===== src/hw/rtl/scz_pkg.sv =====
// Shared sizes and register indexes for the staggered-grid curl stencil.
// No dependencies; used by scz_divider and staggered_curl_z_stencil.
package scz_pkg;

    // Grid limits
    localparam int MAX_ROW_LENGTH = 1024;
    localparam int MAX_ROWS       = 1024;
    localparam int COL_W          = $clog2(MAX_ROW_LENGTH);
    localparam int ROW_W          = $clog2(MAX_ROWS);

    // Configuration port
    localparam int CFG_W     = 11;
    localparam int CFG_IDX_W = 1;
    localparam logic [CFG_IDX_W-1:0] CFG_ROW_LENGTH     = 1'd0;
    localparam logic [CFG_IDX_W-1:0] CFG_ROWS_PER_PLANE = 1'd1;
    localparam logic [CFG_W-1:0]     CFG_RESET          = 11'd1024;

    // Field widths
    localparam int VEL_W    = 24;
    localparam int CRD_W    = 32;
    localparam int FRAC_W   = 16;
    localparam int S_DATA_W = 2 * VEL_W + 2 * CRD_W;
    localparam int RES_W    = 32;

    // Divider sizes: scaled velocity difference over coordinate difference
    localparam int NUM_W = VEL_W + 1 + FRAC_W;
    localparam int DEN_W = CRD_W + 1;
    localparam int QUO_W = NUM_W + 1;
    localparam int CNT_W = $clog2(NUM_W + 1);

endpackage


===== src/hw/rtl/scz_divider.sv =====
// Signed restoring divider, one quotient bit per cycle, truncating toward zero.
// Depends on scz_pkg for operand widths.
module scz_divider (
    input  logic                              i_clk,
    input  logic                              i_rst_n,
    input  logic                              i_start,
    input  logic signed [scz_pkg::NUM_W-1:0]  i_num,
    input  logic signed [scz_pkg::DEN_W-1:0]  i_den,
    output logic                              o_done,
    output logic signed [scz_pkg::QUO_W-1:0]  o_quo
);

    logic                           r_busy;
    logic                           r_done;
    logic [scz_pkg::CNT_W-1:0]      r_cnt;
    logic                           r_neg;
    logic [scz_pkg::NUM_W-1:0]      r_quo;
    logic [scz_pkg::DEN_W-1:0]      r_rem;
    logic [scz_pkg::DEN_W-1:0]      r_den;

    logic [scz_pkg::NUM_W-1:0]      num_abs;
    logic [scz_pkg::DEN_W-1:0]      den_abs;
    logic [scz_pkg::DEN_W:0]        trial;
    logic [scz_pkg::DEN_W+1:0]      diff;
    logic                           qbit;

    // operand magnitudes
    assign num_abs = i_num[scz_pkg::NUM_W-1] ? scz_pkg::NUM_W'(-i_num) : i_num;
    assign den_abs = i_den[scz_pkg::DEN_W-1] ? scz_pkg::DEN_W'(-i_den) : i_den;

    // one restoring step: shift in the next dividend bit, try the subtract
    assign trial = {r_rem, r_quo[scz_pkg::NUM_W-1]};
    assign diff  = {1'b0, trial} - {2'b00, r_den};
    assign qbit  = ~diff[scz_pkg::DEN_W+1];

    // control
    always_ff @(posedge i_clk) begin
        if (!i_rst_n) begin
            r_busy <= 1'b0;
            r_done <= 1'b0;
            r_cnt  <= '0;
        end else begin
            r_done <= 1'b0;
            if (i_start) begin
                r_busy <= 1'b1;
                r_cnt  <= scz_pkg::CNT_W'(scz_pkg::NUM_W);
            end else if (r_busy) begin
                r_cnt <= r_cnt - 1'b1;
                if (r_cnt == scz_pkg::CNT_W'(1)) begin
                    r_busy <= 1'b0;
                    r_done <= 1'b1;
                end
            end
        end
    end

    // datapath
    always_ff @(posedge i_clk) begin
        if (i_start) begin
            r_neg <= i_num[scz_pkg::NUM_W-1] ^ i_den[scz_pkg::DEN_W-1];
            r_quo <= num_abs;
            r_rem <= '0;
            r_den <= den_abs;
        end else if (r_busy) begin
            r_quo <= {r_quo[scz_pkg::NUM_W-2:0], qbit};
            if (qbit) begin
                r_rem <= diff[scz_pkg::DEN_W-1:0];
            end else begin
                r_rem <= trial[scz_pkg::DEN_W-1:0];
            end
        end
    end

    assign o_done = r_done;
    assign o_quo  = r_neg ? -$signed({1'b0, r_quo}) : $signed({1'b0, r_quo});

endmodule


===== config.mk =====
export PLATFORM = sky130hd
export DESIGN_NAME = scz_divider
export DESIGN_NICKNAME = d
export VERILOG_FILES = /design/src/hw/rtl/scz_pkg.sv /design/src/hw/rtl/scz_divider.sv
export SDC_FILE = /design/constraint.sdc
export NUM_CORES = 1
export LEC_CHECK = 0
export BUFFER_PORTS_ARGS = -buffer_cell sky130_fd_sc_hd__buf_2
export CAP_MARGIN = 20
export CORE_MARGIN = 5
export CORE_UTILIZATION = 50
export DETAILED_ROUTE_END_ITERATION = 10
export PLACE_DENSITY_LB_ADDON = 0.1
export REMOVE_ABC_BUFFERS = 1
export SLEW_MARGIN = 40
export SYNTH_ARGS = -nofsm -noshare
export SYNTH_HDL_FRONTEND = slang
export SYNTH_SLANG_ARGS = --single-unit

===== constraint.sdc =====
create_clock -name i_clk -period 8.9 [get_ports i_clk]
set_input_delay 0.89 -clock i_clk [delete_from_list [all_inputs] [get_ports i_clk]]
set_output_delay 0.89 -clock i_clk [all_outputs]
set_load 0.01 [all_outputs]

# Word-level counts from Yosys, hierarchy flattened
# Index checks and enable logic that the tools add are counted.
# word_totals
ram_bits	0
mem_bits_ro	0
n_memories	0
latchBits	0
register_bits	116
# op_classes
n_shift	0
div	0
bitwise	4
n_eq_ne	1
n_mul	0
reduce_logical	3
n_addsub	5
mux	12
order_cmp	0
# op_table
op	n
2-to-1 mux 41 bit	3
2-to-1 mux 42 bit	1
negator 41 -> 42 bit	1
negator 41 bit	1
subtractor 34 x 33 -> 35 bit	1
2-to-1 mux 33 bit	1
negator 33 bit	1
2-to-1 mux 32 bit	1
2-to-1 mux 6 bit	2
== test 6 x 1 -> 1 bit (second input constant)	1
subtractor 6 x 1 -> 6 bit (second input constant)	1
2-to-1 mux 1 bit	4
inverter 1 bit	3
OR reduction 3 bit	1
nonzero test 2 bit	1
OR reduction 2 bit	1
bitwise XOR 1 bit	1

# Logic depth before layout (Yosys ltp)
# logic_depth
depth_word	4
depth_mapped	14

# Least setup slack after synthesis
# Ideal clock, no wire load.
# synth_timing
path_type	reg-to-output
from	register r_quo[13] (netlist bit)
to	output port o_quo[39] (netlist bit)
arrival_time_ns	2.721
required_time_ns	8.010
path_slack_ns	5.289
path_stages_with_launch	8
cell_sequence	edfxtp_1 -> or4_1 -> nor4_1 -> nand3_1 -> or4_1 -> or2_2 -> o41ai_1 -> xnor2_1
# synth_between
elab_chain_len	2
# synth_rtl
element	line_no	text
start: declaration	scz_divider.sv:17	logic [scz_pkg::NUM_W-1:0] r_quo;
start signal: assignment	scz_divider.sv:61	r_quo <= num_abs;
start signal: assignment	scz_divider.sv:65	r_quo <= {r_quo[scz_pkg::NUM_W-2:0], qbit};
negator 41 -> 42 bit	scz_divider.sv:75	assign o_quo = r_neg ? -$signed({1'b0, r_quo}) : $signed({1'b0, r_quo});
2-to-1 mux 42 bit	scz_divider.sv:75	
end: declaration	scz_divider.sv:10	output logic signed [scz_pkg::QUO_W-1:0] o_quo
# Every way passes these cells.

# Final worst setup path
# Same ends and word-level chain as after synthesis.

==> flow_summary.toml <==
[power_and_ir_drop]
total_power_mw = 1.90
clock_power_share_pct = 36.5
sw_frac_of_total_pct = 31.0
power_density_mw_per_mm2 = 190
power_frac_comb_pct = 27.2
p_sw_uw = 589
leakagePower_nw = 4.09
vdd_ir_drop_max_mv = 0.145
intPower_mw = 1.31
power_frac_seq_pct = 36.2

[logic_synthesis]
synth.distinct_cells = 56
synth_edf_count = 75
ys_warn_count = 0
ys_async_sr_fraction_pct = 0
synthFlopType = "edfxtp_1"
synth_seq_cells = 116
yosysSeqAreaShare_pct = 35.6
synth_area_mm2 = 0.00863
synth_cells = 996
avgSynthCellArea_um2 = 8.67

[routing]
drtAntennaViolNets = 0
num_vias = 7416
drc = 0
wl_per_cell_um = 15.2
firstDrtPassIters = 5
vias_per_cell = 5.61
first_iter_violations = 390
wl_um = 20100

[worst_setup_path]
critical_path_arrival_ns = 3.54
worstPathRequired_ns = 8.01
crit_path_start_kind = "flop"
critPathMostFrequentCell = "or4_1"
cp_slowest_cell = "or4_1"
worst-setup-path-type = "flop to output port"
crit_path_cell_trace = "or4_1 -> nor4_1 -> nand3_1 -> or4_1 -> or2_2 -> o41ai_1 -> xnor2_1 -> buf_2"
critPathMaxFanout = 5
slowest_delay_ns = 0.59
crit_path_end_kind = "output port"

[global_routing]
grt_first_pass_wirelength_um = 33700
grt_start_max_net_pins = 89
grt_overflow = 0
grt_use_met2_pct = 32.9
use_met3_pct = 4.48
grt_busiest_layer = "met2"
antenna_found_initial = 1
grtUsageMet1_pct = 27.6
grt_pass1_vias = 7023
track_usage_pct = 20.4

[job]
maxCapViolCount = 0

[cts]
cts_inserted_buffers = 17
path_clk_slew_ns = 0.05
cts-root-buf = "clkbuf_16"
cts-resized-gates = 0
cts.sinks = 116
cts_buffer_depth = 2
cts_tree = "done"
cts_setup_buffers = 0
htreeDepth = 4
cts_hold_buf = 0
clock_latency_ns = 0.42

[floorplanning]
core_mm2 = 0.0171
fp.dieW_um = 141
num_rows = 48
dieArea_mm2 = 0.0200
start_util_pct = 50.4
die_y_um = 141
io_pins = 120

[sta]
hold_ws_ns = 0.504
hold_violations = 0
post-route-period-util_pct = 49.8
clock_skew_ns = 0.0109
timing.setup.tns_ns = 0
min_period_ns = 4.43
setup_violations = 0
slew_headroom_pct = 49.4
drv_slew = 0
rsz0062_at_grt = "false"
max_freq_mhz = 226
tightest_slew_ns = 0.759

[status]
outcome = "completed"

[placed_design]
io_buffers = 119
gp_congestion = 0.869
place_hpwl_um = 14700

[finish]
drive_gt1_share_pct = 15.5
final_nets = 1201
antenna_cells = 0
fill_cells = 1545
synthToLayoutAreaGrowth_pct = 15.6
seq_area_mm2 = 0.00307
multi_input_area_mm2 = 0.00519

[worst_hold_path]
hold_class = "flop to flop"
metal layers:
metal	routed length (um)	share of wire [%]
met5	13	0.065
met4	358	1.8
met2	9200	46
met3	902	4.5
met1	9640	48
critical path: cells and delay by family, from the launching register on:
family,cells,cell delay (ns)
xor gates and xnor gates,1,0.15
and+or+nand+nor,5,2.06
buffers and inverters,1,0.14
AOI/OAI and AO/OA,1,0.31
DFF,1,0.45
stage by stage:
step                setup WS [ns]  instances  cell area [um2]  utilization [%]
global placement             4.96       1289             9350             54.6
finish                       4.47       1323             9980             58.3
floorplan                    2.82        942             8430                -
global route                 4.27       1323             9980             58.3
detailed placement           4.91       1291             9380             54.8
CTS                          4.45       1323             9980             58.3
cell usage after synthesis (5+ instances only):
master	number	area, um2
o31ai_1	32	240
nor2b_1	6	37.5
o41ai_1	20	175
nand3_1	12	60.1
or4_1	17	128
o21ai_0	59	295
a21o_1	19	143
nor2_1	108	405
xnor2_1	72	631
o21a_1	8	60.1
xor2_1	65	569
mux2i_1	15	150
a211oi_1	32	240
a21oi_1	88	440
nand4_1	8	50.1
nand2b_1	10	62.6
inv_1	48	180
or2_2	5	31.3
nor3_1	11	55.1
dfxtp_1	41	821
clkbuf_1	49	184
nor4_1	12	75.1
edfxtp_1	75	2250
or3_1	11	68.8
ha_1	38	475
nand2_1	70	263
registers in the layout, summed over array words and instances (netlist names):
name and count:
r_quo 41, r_den 33, r_neg 1, r_cnt 6
r_rem 33, o_done 1, r_busy 1
power groups by stage:
| stage | clock network (mW) | registers (mW) | logic [mW] |
|---|---|---|---|
| final | 0.693 | 0.687 | 0.517 |
| after global placement | 0 | 0.698 | 0.508 |
| after global routing | 0.728 | 0.694 | 0.581 |
| after floorplan | 0 | 0.690 | 0.350 |
| after detailed placement | 0 | 0.697 | 0.514 |
| after CTS | 0.704 | 0.687 | 0.519 |
layout make-up:
class / count / share of cell area (%)
clock inverters: 10 / 1.33
inverters: 48 / 1.81
clock buffers: 22 / 4.65
repair buffers: 124 / 6.52
flip-flops and latches: 116 / 30.8
multi-input cells: 778 / 52.1
well taps: 225 / 2.82
final timing paths:
check                 start  depth (start not counted)         to  slack [ns]
setup / recovery  r_quo[13]                          8  o_quo[39]        4.47
hold / removal     r_rem[5]                          2   r_rem[5]        0.50
setup reg to reg  r_quo[40]                         13  r_rem[16]        5.22
hold reg to reg    r_rem[5]                          2   r_rem[5]        0.50
cells in the final DEF (no fill, tap or decap), drive strengths merged, types with 15 or more instances in the layout:
cell / count
buf: 124
nor2: 108
a21oi: 88
edfxtp: 75
xnor2: 72
nand2: 70
xor2: 65
o21ai: 59
inv: 48
dfxtp: 41
ha: 38
o31ai: 32
a211oi: 32
o41ai: 22
clkbuf: 22
or4: 21
a21o: 19
mux2i: 15
logic make-up (layout without fill, tap and decap cells):
group / Yosys count / in the layout / share of synthesized area, %
multiplexers: 15 / 15 / 1.74
flip-flops: 116 / 116 / 35.6
AO/OA/AOI/OAI: 292 / 292 / 21.8
adder cells (fa/ha/maj): 39 / 39 / 5.74
AND/OR/NAND/NOR: 295 / 295 / 16.7
buffers and inverters: 102 / 204 / 4.48
XOR/XNOR: 137 / 137 / 13.9
No activity file was read; power rests on OpenSTA's default activity.
